<file path="src/hdl/prwl_pkg.sv">
// shared types and constants for the priority reader-writer lock manager
package prwl_pkg;

  localparam int MaxTasksDef = 32;
  localparam int PrioLevelsDef = 64;
  localparam int IdW = 5;
  localparam int PrioW = 6;
  localparam int KindW = 3;
  localparam int StatusW = 3;

  localparam logic [KindW-1:0] K_READ = 3'd0;
  localparam logic [KindW-1:0] K_TRY_READ = 3'd1;
  localparam logic [KindW-1:0] K_WRITE = 3'd2;
  localparam logic [KindW-1:0] K_TRY_WRITE = 3'd3;
  localparam logic [KindW-1:0] K_UNLOCK = 3'd4;

  localparam logic [StatusW-1:0] ST_OK = 3'd0;
  localparam logic [StatusW-1:0] ST_INVALID = 3'd1;
  localparam logic [StatusW-1:0] ST_BUSY = 3'd2;
  localparam logic [StatusW-1:0] ST_DEADLOCK = 3'd3;
  localparam logic [StatusW-1:0] ST_EPERM = 3'd4;

  localparam logic signed [31:0] S32_MAX = 32'sh7fffffff;
  localparam logic signed [31:0] S32_MIN = 32'sh80000000;

  typedef struct packed {
    logic [PrioW-1:0] prio;
    logic [IdW-1:0] id;
  } entry_t;

  // queue command from the controller to the cell row
  typedef struct packed {
    logic ins;
    logic pop;
    entry_t ent;
  } qcmd_t;

endpackage

</file>
<file path="src/hdl/prwl_cell.sv">
// one slot of a sorted wait queue
module prwl_cell (
  input  logic clk,
  input  logic rst,
  input  prwl_pkg::qcmd_t cmd,
  input  logic prev_valid,
  input  logic prev_goes_after,
  input  prwl_pkg::entry_t prev_ent,
  input  logic next_valid,
  input  prwl_pkg::entry_t next_ent,
  output logic valid,
  output logic goes_after,
  output prwl_pkg::entry_t ent
);
  import prwl_pkg::*;

  // new entry sorts after this one if our priority is equal or better
  assign goes_after = valid && (ent.prio <= cmd.ent.prio);

  always_ff @(posedge clk) begin
    if (rst) begin
      valid <= 1'b0;
    end else if (cmd.pop) begin
      valid <= next_valid;
      ent <= next_ent;
    end else if (cmd.ins) begin
      if (!goes_after) begin
        if (prev_goes_after) begin
          valid <= 1'b1;
          ent <= cmd.ent;
        end else begin
          valid <= prev_valid;
          ent <= prev_ent;
        end
      end
    end
  end
endmodule

</file>
<file path="src/hdl/prwl_queue.sv">
// sorted wait queue built as a row of cells
module prwl_queue #(
  parameter int Depth = prwl_pkg::MaxTasksDef
) (
  input  logic clk,
  input  logic rst,
  input  prwl_pkg::qcmd_t cmd,
  output logic head_valid,
  output prwl_pkg::entry_t head,
  output logic full
);
  import prwl_pkg::*;

  logic [Depth-1:0] v;
  logic [Depth-1:0] ga;
  entry_t e [Depth];

  for (genvar i = 0; i < Depth; i++) begin : g_cell
    logic pv, pga, nv;
    entry_t pe, ne;
    if (i == 0) begin : g_first
      assign pv = 1'b0;
      assign pga = 1'b1;
      assign pe = cmd.ent;
    end else begin : g_mid
      assign pv = v[i-1];
      assign pga = ga[i-1];
      assign pe = e[i-1];
    end
    if (i == Depth - 1) begin : g_last
      assign nv = 1'b0;
      assign ne = e[i];
    end else begin : g_nxt
      assign nv = v[i+1];
      assign ne = e[i+1];
    end
    prwl_cell u_cell (
      .clk(clk), .rst(rst), .cmd(cmd),
      .prev_valid(pv), .prev_goes_after(pga), .prev_ent(pe),
      .next_valid(nv), .next_ent(ne),
      .valid(v[i]), .goes_after(ga[i]), .ent(e[i])
    );
  end

  assign head_valid = v[0];
  assign head = e[0];
  assign full = v[Depth-1];

`ifndef SYNTH
  a_contig: assert property (@(posedge clk) disable iff (rst)
    (v[Depth-1:1] & ~v[Depth-2:0]) == '0) else $error("queue holes");
  a_pop_shrinks: assert property (@(posedge clk) disable iff (rst)
    cmd.pop && !v[1] |=> !v[0]) else $error("pop failed");
  a_ins_grows: assert property (@(posedge clk) disable iff (rst)
    cmd.ins && !cmd.pop && !v[Depth-1] |=> v[0]) else $error("insert lost");
`endif
endmodule

</file>
<file path="src/hdl/priority_rwlock_manager.sv">
// top level of the priority reader-writer lock manager
// Usage: pulse start with a request while busy is low; every result comes
// back as a one-cycle strobe with last marking the final beat of a request.
// A request is decided in the cycle after acceptance; its first beat is
// registered to go out in the cycle after; busy is high until S_IDLE again.
// An unlock that wakes a reader run gives one beat per woken reader, one per
// cycle, each dequeue shifting the cell row of the read queue by one place.
// A new request is taken only when the previous one is done and busy is low.
// The two wait queues are rows of cells sorted by priority; insert and pop
// each update every cell of the row at once.
// Reset clears the lock to free and empties both queues.
// The receiver cannot stall: beats are never held back.
module priority_rwlock_manager #(
  parameter int MAX_TASKS = prwl_pkg::MaxTasksDef,
  parameter int PRIORITY_LEVELS = prwl_pkg::PrioLevelsDef
) (
  input  logic clk,
  input  logic rst,
  input  logic start,
  output logic busy,
  input  logic [prwl_pkg::KindW-1:0] kind,
  input  logic [prwl_pkg::IdW-1:0] task_id,
  input  logic [prwl_pkg::PrioW-1:0] task_priority,
  input  logic wait_allowed,
  input  logic in_interrupt,
  input  logic scheduler_locked,
  output logic strobe,
  output logic [prwl_pkg::StatusW-1:0] status,
  output logic pended,
  output logic woken_valid,
  output logic [prwl_pkg::IdW-1:0] woken_task,
  output logic woken_as_writer,
  output logic last
);
  import prwl_pkg::*;

  localparam logic [1:0] S_IDLE = 2'd0;
  localparam logic [1:0] S_EXEC = 2'd1;
  localparam logic [1:0] S_WAKE = 2'd2;
  localparam logic [1:0] S_GAP = 2'd3;
  localparam logic [PrioW-1:0] PrioMax = PrioW'(PRIORITY_LEVELS - 1);

  logic [1:0] state, state_next;
  logic [KindW-1:0] r_kind;
  logic [IdW-1:0] r_id;
  logic [PrioW-1:0] r_prio;
  logic r_wait, r_intr, r_slock;
  logic signed [31:0] hold_count, hold_count_next;
  logic [IdW-1:0] owner_task, owner_task_next;
  logic owner_valid, owner_valid_next;
  logic limited, limited_next;
  logic [PrioW-1:0] limit, limit_next;

  qcmd_t rcmd, wcmd;
  logic rhv, whv, rfull, wfull;
  entry_t rhead, whead;

  prwl_queue #(.Depth(MAX_TASKS)) u_rq (
    .clk(clk), .rst(rst), .cmd(rcmd),
    .head_valid(rhv), .head(rhead), .full(rfull));
  prwl_queue #(.Depth(MAX_TASKS)) u_wq (
    .clk(clk), .rst(rst), .cmd(wcmd),
    .head_valid(whv), .head(whead), .full(wfull));

  assign busy = (state != S_IDLE);

  logic o_stb, o_pend, o_wv, o_ww, o_last;
  logic [StatusW-1:0] o_st;
  logic [IdW-1:0] o_wt;
  logic is_owner, ahead, next_run;

  always_comb begin
    state_next = state;
    hold_count_next = hold_count;
    owner_task_next = owner_task;
    owner_valid_next = owner_valid;
    limited_next = limited;
    limit_next = limit;
    rcmd = '0;
    wcmd = '0;
    rcmd.ent = '{prio: r_prio, id: r_id};
    wcmd.ent = '{prio: r_prio, id: r_id};
    o_stb = 1'b0;
    o_st = ST_OK;
    o_pend = 1'b0;
    o_wv = 1'b0;
    o_wt = '0;
    o_ww = 1'b0;
    o_last = 1'b1;
    is_owner = owner_valid && (owner_task == r_id);
    ahead = !whv || (r_prio < whead.prio);
    next_run = rhv && !(limited && rhead.prio >= limit);
    case (state)
      S_IDLE: begin
        if (start) state_next = S_EXEC;
      end
      S_EXEC: begin
        o_stb = 1'b1;
        state_next = S_GAP;
        if (r_kind > K_UNLOCK) begin
          o_st = ST_INVALID;
        end else if (r_kind != K_UNLOCK && r_intr) begin
          o_st = ST_INVALID;
        end else if (r_kind != K_UNLOCK && r_slock) begin
          o_st = ST_DEADLOCK;
        end else if (r_kind == K_READ || r_kind == K_TRY_READ) begin
          if (r_kind == K_TRY_READ && is_owner) o_st = ST_INVALID;
          else if (r_kind == K_TRY_READ && (hold_count < 0 || !ahead)) o_st = ST_BUSY;
          else if (hold_count >= 0 && ahead) begin
            if (hold_count == S32_MAX) o_st = ST_INVALID;
            else hold_count_next = hold_count + 32'sd1;
          end else if (is_owner) o_st = ST_INVALID;
          else if (!r_wait) o_st = ST_INVALID;
          else if (rfull) o_st = ST_BUSY;
          else begin
            rcmd.ins = 1'b1;
            o_pend = 1'b1;
          end
        end else if (r_kind == K_WRITE || r_kind == K_TRY_WRITE) begin
          if (r_kind == K_TRY_WRITE && (hold_count > 0 || (hold_count < 0 && !is_owner)))
            o_st = ST_BUSY;
          else if (hold_count == 0) begin
            hold_count_next = -32'sd1;
            owner_task_next = r_id;
            owner_valid_next = 1'b1;
          end else if (hold_count < 0 && is_owner) begin
            if (hold_count == S32_MIN) o_st = ST_INVALID;
          end else if (!r_wait) o_st = ST_INVALID;
          else if (wfull) o_st = ST_BUSY;
          else begin
            wcmd.ins = 1'b1;
            o_pend = 1'b1;
          end
        end else begin
          if (hold_count == 0 || (hold_count < 0 && !is_owner)) o_st = ST_EPERM;
          else if (hold_count > 1) hold_count_next = hold_count - 32'sd1;
          else if (hold_count < -1) hold_count_next = hold_count + 32'sd1;
          else begin
            hold_count_next = '0;
            owner_task_next = '0;
            owner_valid_next = 1'b0;
            if (whv && (!rhv || whead.prio <= rhead.prio)) begin
              wcmd.pop = 1'b1;
              hold_count_next = -32'sd1;
              owner_task_next = whead.id;
              owner_valid_next = 1'b1;
              o_wv = 1'b1;
              o_wt = whead.id;
              o_ww = 1'b1;
            end else if (rhv) begin
              rcmd.pop = 1'b1;
              hold_count_next = 32'sd1;
              limited_next = whv;
              limit_next = whead.prio;
              o_wv = 1'b1;
              o_wt = rhead.id;
              o_last = 1'b0;
              state_next = S_WAKE;
            end
          end
        end
      end
      S_WAKE: begin
        // previous beat is already out; decide whether it was last
        o_stb = 1'b1;
        if (next_run) begin
          rcmd.pop = 1'b1;
          hold_count_next = hold_count + 32'sd1;
          o_wv = 1'b1;
          o_wt = rhead.id;
          o_last = 1'b0;
        end else begin
          o_stb = 1'b0;
          state_next = S_IDLE;
        end
      end
      default: state_next = S_IDLE;
    endcase
  end

  // peek lets the final reader beat carry last: each beat is computed in the cycle before it goes out
  logic pend_beat;
  logic [IdW-1:0] pend_id;
  logic [StatusW-1:0] pend_st;
  logic pend_p, pend_wv, pend_ww, pend_last;

  always_ff @(posedge clk) begin
    if (rst) begin
      state <= S_IDLE;
      hold_count <= '0;
      owner_task <= '0;
      owner_valid <= 1'b0;
      limited <= 1'b0;
      limit <= '0;
      pend_beat <= 1'b0;
    end else begin
      state <= (state == S_GAP) ? S_IDLE : state_next;
      hold_count <= hold_count_next;
      owner_task <= owner_task_next;
      owner_valid <= owner_valid_next;
      limited <= limited_next;
      limit <= limit_next;
      pend_beat <= o_stb;
    end
    if (start && state == S_IDLE) begin
      r_kind <= kind;
      r_id <= task_id;
      r_prio <= (task_priority > PrioMax) ? PrioMax : task_priority;
      r_wait <= wait_allowed;
      r_intr <= in_interrupt;
      r_slock <= scheduler_locked;
    end
    pend_id <= o_wt;
    pend_st <= o_st;
    pend_p <= o_pend;
    pend_wv <= o_wv;
    pend_ww <= o_ww;
    pend_last <= o_last;
  end

  // a held beat goes out once the following cycle knows whether more follow
  assign strobe = pend_beat;
  assign status = pend_st;
  assign pended = pend_p;
  assign woken_valid = pend_wv;
  assign woken_task = pend_id;
  assign woken_as_writer = pend_ww;
  assign last = pend_last || (pend_wv && !pend_ww && !o_stb);

`ifndef SYNTH
  a_idle_quiet: assert property (@(posedge clk) disable iff (rst)
    state == S_IDLE && !$past(o_stb) |-> !strobe || last) else $error("stray beat");
  a_writer_owner: assert property (@(posedge clk) disable iff (rst)
    hold_count < 0 |-> owner_valid) else $error("writer without owner");
  a_reader_noowner: assert property (@(posedge clk) disable iff (rst)
    hold_count >= 0 |-> !owner_valid) else $error("reader with owner");
`endif
endmodule
</file>
<file path="config.mk">
export PLATFORM = sky130hd
export DESIGN_NAME = priority_rwlock_manager
export DESIGN_NICKNAME = d
export VERILOG_FILES = /design/src/hdl/prwl_pkg.sv /design/src/hdl/prwl_cell.sv /design/src/hdl/prwl_queue.sv /design/src/hdl/priority_rwlock_manager.sv
export SDC_FILE = /design/constraint.sdc
export NUM_CORES = 2
export LEC_CHECK = 0
export BUFFER_PORTS_ARGS = -buffer_cell sky130_fd_sc_hd__buf_2
export CORE_UTILIZATION = 25
export CTS_CLUSTER_DIAMETER = 80
export DETAILED_ROUTE_END_ITERATION = 8
export PLACE_DENSITY = 0.42
export SLEW_MARGIN = 20
export SYNTH_ARGS = -nofsm -noshare
export SYNTH_HDL_FRONTEND = slang
export SYNTH_SLANG_ARGS = --single-unit
</file>
<file path="constraint.sdc">
create_clock -name clk -period 10.7 [get_ports clk]
set_clock_uncertainty 0.2 [all_clocks]
set_input_delay 3.21 -clock clk [delete_from_list [all_inputs] [get_ports clk]]
set_output_delay 3.21 -clock clk [all_outputs]
set_load 0.02 [all_outputs]
</file>
# ---- After elaboration in Yosys (flattened, before gate mapping)
# Index checks and enable logic that the tools add are counted.
dict set report word_totals {
  reg_bits 845
  input_bits 20
  output_inout_bits 14
  word_cells 1264
}
dict set report op_classes {
  addsub 2
  order_cmp 74
  eq_ne 90
  n_mux 631
  bitwise_logic 15
  reduce_logical 239
}
# operator count
set op_table {}
lappend op_table {{$mux W11} 248}
lappend op_table {{$mux W32} 16}
lappend op_table {{$le A6 B6 Y1} 65}
lappend op_table {{$mux W1} 317}
lappend op_table {{$reduce_and A3 Y1} 62}
lappend op_table {{$reduce_and A2 Y1} 65}
lappend op_table {{$mux W5} 18}
lappend op_table {{$ne A2 B2 Y1 const B} 41}
lappend op_table {{$logic_and A1 B1 Y1} 79}
lappend op_table {{$eq A32 B32 Y1 const B} 2}
lappend op_table {{$lt A32 B1 Y1 const B} 2}
lappend op_table {{$ne A2 B1 Y1 const B} 32}
lappend op_table {{$pmux W32 S2} 1}
lappend op_table {{$add A32 B2 Y32 const B} 1}
lappend op_table {{$ge A32 B1 Y1 const B} 1}
lappend op_table {{$gt A32 B1 Y1 const B} 1}
lappend op_table {{$gt A32 B2 Y1 const B} 1}
lappend op_table {{$logic_not A32 Y1} 1}
lappend op_table {{$mux W2} 16}
lappend op_table {{$sub A32 B2 Y32 const B} 1}
lappend op_table {{$mux W3} 9}
lappend op_table {{$ne A3 B3 Y1 const B} 5}
lappend op_table {{$not A1 Y1} 15}
lappend op_table {{$ne A4 B4 Y1 const B} 3}
lappend op_table {{other kinds (25)} 49}

# ---- Depth between registers and ports, before layout
dict set report logic_depth {
  word_depth 15
  depth_mapped 16
}

# ---- Hierarchy
# From an unflattened synthesis, not the netlist that was laid out.
dict set report hier_totals {
  hier_cells 6046
  area_unflattened_um2 57963.1
}
# mod n_inst cells_each area_each_um2 seq_area_each_um2
set modules_own_cells {}
lappend modules_own_cells {{prwl_cell at u_rq.g_cell[0].u_cell ...} 36 82 812.0 350.3}
lappend modules_own_cells {{prwl_cell at u_rq.g_cell[12].u_cell ...} 28 83 818.3 350.3}
lappend modules_own_cells {priority_rwlock_manager 1 766 5803.1 1711.6}
lappend modules_own_cells {prwl_queue 2 2 7.5 0.0}

# ---- Worst setup path after synthesis
# Ideal clock, no wire load.
dict set report synth_path {
  path_kind {reg-to-reg}
  startpoint {register r_prio[0]}
  endpoint {register u_rq.g_cell[2].u_cell.ent[0] (netlist bit) (enable)}
  setup_ns 0.382
  arrival_time_ns 4.935
  required_ns 10.118
  setup_slack_ns 5.183
  path_stages_with_launch 13
  synth_period_minus_slack_ns 5.517
  cell_sequence {edfxtp_1 clkinv_1 clkbuf_1 ha_1 nand2b_1 a21oi_1 o31a_1 o211ai_1 nor3_1 clkbuf_1 clkbuf_1 nand2_1 a21oi_1}
}
dict set report synth_via {
  elab_chain_cells 14
  word_cells_on_any_way 19
  classes_between {order compare: 2; eq/ne: 1; mux: 8; reduce/logical: 8}
}
# element line
set synth_rtl {}
lappend synth_rtl {{start: declaration} priority_rwlock_manager.sv:46} ;# logic [PrioW-1:0] r_prio;
lappend synth_rtl {{start signal: assignment} priority_rwlock_manager.sv:208} ;# r_prio <= (task_priority > PrioMax) ? PrioMax : task_priority;
lappend synth_rtl {{$lt A6 B6 Y1} priority_rwlock_manager.sv:91} ;# ahead = !whv || (r_prio < whead.prio);
lappend synth_rtl {{$logic_or A1 B1 Y1} priority_rwlock_manager.sv:91}
lappend synth_rtl {{$logic_not A1 Y1} priority_rwlock_manager.sv:108} ;# else if (r_kind == K_TRY_READ && (hold_count < 0 || !ahead)) o_st = ST_BUSY;
lappend synth_rtl {{$logic_or A1 B1 Y1} priority_rwlock_manager.sv:108}
lappend synth_rtl {{$logic_and A1 B1 Y1} priority_rwlock_manager.sv:108}
lappend synth_rtl {{$mux W1} priority_rwlock_manager.sv:108}
lappend synth_rtl {{$mux W1} priority_rwlock_manager.sv:107} ;# if (r_kind == K_TRY_READ && is_owner) o_st = ST_INVALID;
lappend synth_rtl {{$mux W1} priority_rwlock_manager.sv:106} ;# end else if (r_kind == K_READ || r_kind == K_TRY_READ) begin
lappend synth_rtl {{$mux W2} priority_rwlock_manager.sv:104} ;# end else if (r_kind != K_UNLOCK && r_slock) begin
lappend synth_rtl {{$mux W2} priority_rwlock_manager.sv:102} ;# end else if (r_kind != K_UNLOCK && r_intr) begin
lappend synth_rtl {{$mux W2} priority_rwlock_manager.sv:100} ;# if (r_kind > K_UNLOCK) begin
lappend synth_rtl {{$mux W1} priority_rwlock_manager.sv:93} ;# case (state)
lappend synth_rtl {{$reduce_bool A2 Y1 (no source line)} --}
lappend synth_rtl {{$reduce_and A3 Y1 (no source line) (*)} --}
lappend synth_rtl {{end signal: assignment} prwl_cell.sv:25} ;# ent <= next_ent;
lappend synth_rtl {{end signal: assignment} prwl_cell.sv:30} ;# ent <= cmd.ent;
lappend synth_rtl {{end signal: assignment} prwl_cell.sv:33} ;# ent <= prev_ent;
lappend synth_rtl {{end: declaration} prwl_cell.sv:13} ;# output prwl_pkg::entry_t ent
# Mark *: on every way between the ends. The rest lies on a longest branch, timed or not.
# A chain may end at the register's enable or synchronous reset.

# ---- Worst setup path in the final report
dict set report layout_path {
  startpoint {register u_rq.g_cell[0].u_cell.ent[5] (netlist bit)}
  endpoint {output last}
}
dict set report layout_via {
  elab_chain_cells 9
}
# element line
set layout_rtl {}
lappend layout_rtl {{start: declaration} prwl_cell.sv:13}
lappend layout_rtl {{start signal: assignment} prwl_cell.sv:25}
lappend layout_rtl {{start signal: assignment} prwl_cell.sv:30}
lappend layout_rtl {{start signal: assignment} prwl_cell.sv:33}
lappend layout_rtl {{$ge A6 B6 Y1} priority_rwlock_manager.sv:92} ;# next_run = rhv && !(limited && rhead.prio >= limit);
lappend layout_rtl {{$logic_and A1 B1 Y1} priority_rwlock_manager.sv:92}
lappend layout_rtl {{$logic_not A1 Y1} priority_rwlock_manager.sv:92}
lappend layout_rtl {{$logic_and A1 B1 Y1} priority_rwlock_manager.sv:92}
lappend layout_rtl {{$mux W1} priority_rwlock_manager.sv:166} ;# if (next_run) begin
lappend layout_rtl {{$pmux W1 S2} priority_rwlock_manager.sv:93}
lappend layout_rtl {{$logic_not A1 Y1} priority_rwlock_manager.sv:228} ;# assign last = pend_last || (pend_wv && !pend_ww && !o_stb);
lappend layout_rtl {{$logic_and A1 B1 Y1} priority_rwlock_manager.sv:228}
lappend layout_rtl {{$logic_or A1 B1 Y1} priority_rwlock_manager.sv:228}
lappend layout_rtl {{end: declaration} priority_rwlock_manager.sv:33} ;# output logic last
# No other way between the ends.

==> results by group <==
Global route
  – Gr ovfl total: 0
  – Initial antenna violation count: 4
  – Vias in the first global route: 40410
  – First-pass GRT wire length: between 200000 and 300000 um
  – GR Util All Layers: 0.1511
  – Largest net degree at the start of global routing: 280

Power
  – Power Internal: 6.504 mW
  – Sw frac: 0.3139
  – Power density over cell area: 159.4 nW/um2
  – P_leak: 21.67 nW
  – Pwr Total: ~9.5 mW
  – Net Sw Power: 2.975 mW
  – Worst vdd ir: 194.3 uV
  – Flop pwr share: 0.390
  – Gate power share: 0.214
  – Clock power frac: 0.396

Run
  – Max Cap Violations: 0

Floorplan
  – DIE HEIGHT: roughly 460 um
  – Die area: 212200 um2
  – Row count: 167
  – Initial core utilization: 0.2527
  – Core region area: 208100 um2
  – Die width: roughly 460 um
  – Ports: 34

Route
  – Drt via density: about 4.9
  – Routed Antenna Nets: 0
  – Initial DRC Count: 3052
  – Vias: 40960
  – Routed Wire Length: approximately 160000 um
  – Initial DRT Pass Iterations: 6
  – Per-cell routed wire length: just under 20 um
  – M1 wire length: 79300 um
  – WL met2: between 70000 and 80000 um
  – Max layer used: met4
  – Met3 WL: 5947 um
  – Remaining DRCs: 0

Setup path
  – Worst setup SP type: flip-flop
  – CP peak stage delay: 0.43 ns
  – Setup CP Type: flip-flop to output port
  – Endpoint required time on the critical path: 7.29 ns
  – Crit end category: output port
  – Crit-path slowest cell: edfxtp_1
  – Cell Chain, Critical Path: inv_1 -> ha_1 -> nand2b_1 -> a211oi_1 -> o21a_1 -> o211a_1 -> o21ai_0 -> a31o_2 -> buf_2
  – CP delay by family, top: compound AO/OA/AOI/OAI gates
  – Critical Path Fanout Max: 3
  – CP bufs+invs: 2
  – Arr. time, crit path: 3.19 ns

Place
  – HPWL after detailed placement: 110200 um
  – Global placement routability congestion: just over 0.8
  – Port buffer count: 33
  – Setup WS pre-CTS: 4.763 ns

Clocking
  – Num CTS Buffers: 105
  – Worst-path clk slew: 0.06 ns
  – Clock Path Buffers: 3
  – H-tree levels: 3
  – Clk_lat worst skew: 0.73 ns
  – CTS tree: done
  – CTS Hold Bufs: 0
  – CTS-repair resized insts: 0
  – CTS Root Cell: clkbuf_16
  – # Post-CTS Setup Buffers: 0
  – CTS Sinks: 845

Timing
  – Measured slew at the worst slew-check pin: around 1.2 ns
  – FMAX: about 150 MHz
  – Final Hold Viols: 0
  – RSZ-0062 raised after global routing: false
  – Post-route setup slack: 4.101 ns
  – Rel. slew slack: 0.1985
  – Period utilization: 0.6167
  – Hold Slack: ~0.30 ns
  – Setup TNS: 0 ns
  – Final Max Slew Viols: 0
  – Fin crit period: around 6.6 ns
  – Final setup vio count: 0

Yosys
  – Syn Nets: 6008
  – Synth warnings: 0
  – Mapped Cells: 5597
  – Post-synth EDFFs: 721
  – Netlist cell types: 76
  – FFs w/ async S/R, synth: 0
  – Largest cells by area after synthesis: edfxtp_1 41%, ha_1 9.3%, mux2i_1 8.0%, o21ai_0 6.7%, nand2_1 6.0%
  – Mapped Area: about 53000 um2
  – Cell taking the most area after synthesis: edfxtp_1
  – Avg Cell Area, Syn: roughly 9.4 um2
  – Seq/Total Area, Yosys: 0.4589
  – Seq cells post-synth: 845
  – Dominant synthesized flop cell: edfxtp_1
  – Post-synth top area share: 0.4117

Final layout
  – Layout cells sized above 1: 0.07216
  – Fillers: 22130
  – Commonest cells after routing, fill and taps aside: 836 x nand2_1, 721 x edfxtp_1, 702 x o21ai_0
  – Most common cell after layout, fill and taps aside: nand2_1
  – Register Area: 24130 um2
  – Area Overhead vs Synth: 13.07%
  – Fin nets: between 5000 and 6000
  – Area of the multi-input gates: 26430 um2

Hold path
  – Hold crit path type: flip-flop to flip-flop

Run status
  – Status: complete, no violations
[cells in the mapped netlist (all sizes together), types with 11 or more instances]
cell type,count
xor2,19
a211oi,54
nor2,484
inv,120
buf,88
nor2b,70
nor3b,15
a22o,11
nand2,838
nand2b,64
a21oi,491
o22ai,49
o21ai,762
nor3,38
clkbuf,309
and4,21
nor4,12
nand4,67
nand3,93
a311oi,27
xnor2,26
edfxtp,721
o21a,129
mux2i,420
o32ai,12
ha,391
or3,11
dfxtp,124
[area by class of cell]
type                            count  area share
Timing Repair Buffer              171     0.02186
Inverter                          126    0.008522
Multi-Input combinational cell   4229      0.4445
Tap cell                         2788     0.05867
Clock inverter                     53     0.01004
Antenna cell                        6   0.0002525
Clock buffer                      147     0.05027
Sequential cell                   845      0.4059
[flip-flops by register name, indices dropped and copies added, names as in the netlist, 2 cells and up]
register / flops
r_id: 5
woken_task: 5
owner_task: 5
r_prio: 6
state: 2
u_rq.g_cell.u_cell.valid: 32
hold_count: 32
r_kind: 3
u_wq.g_cell.u_cell.ent: 352
status: 3
limit: 6
u_rq.g_cell.u_cell.ent: 352
u_wq.g_cell.u_cell.valid: 32
[worst register-to-register path, delay by kind of cell, from the launching register on]
kind	cells	cell delay (ns)
compound gates	3	1.10
buf+inv	2	1.09
flops	1	0.50
simple gates	4	1.80
fa+ha+maj	1	0.31
[power by group through the flow]
stage / Clock, mW / Sequential (mW) / Combinational, mW
floorplan: 0 / 3.70 / 1.44
global placement: 0 / 3.77 / 1.99
detailed placement: 0 / 3.77 / 2.00
CTS: 3.87 / 3.70 / 2.01
global route: 3.97 / 3.71 / 2.23
finish: 3.75 / 3.70 / 2.03
[metrics by stage]
| stage | cell area [um2] | utilization | cells |
|---|---|---|---|
| detailed placement | 55740 | 0.2679 | 8157 |
| global placement | 55730 | 0.2678 | 8157 |
| global route | 59460 | 0.2857 | 8365 |
| CTS | 59330 | 0.2851 | 8357 |
| finish | 59460 | 0.2857 | 8365 |
| floorplan | 52590 | - | 5597 |
[path summary, 6_finish.rpt]
check                               start                             to  slack [ns]  cells past startpoint
max          u_rq.g_cell[0].u_cell.ent[5]                           last        4.10                      9
min reg2reg                      limit[1]                       limit[1]        0.30                      2
min                              limit[1]                       limit[1]        0.30                      2
max reg2reg                 hold_count[0]  u_rq.g_cell[17].u_cell.ent[4]        5.42                     10
[cell families (layout without fill, tap and decap cells)]
group | Yosys count | after routing | share of synthesized area
compound gates | 1614 | 1614 | 0.1726
buf+inv | 523 | 497 | 0.04128
flops | 845 | 845 | 0.4589
fa+ha+maj | 391 | 391 | 0.09303
simple gates | 1749 | 1749 | 0.1445
mux | 430 | 430 | 0.08209
xor+xnor | 45 | 45 | 0.007495
other cells | 0 | 6 | 0
[metal layers]
layer	GRT usage	vias to the layer above
met3	0.01933	221
li1	-	20160
met4	0.04190	0
met2	0.2431	745
met5	0	-
met1	0.2107	19840
Power figures use the tool's default switching activity.
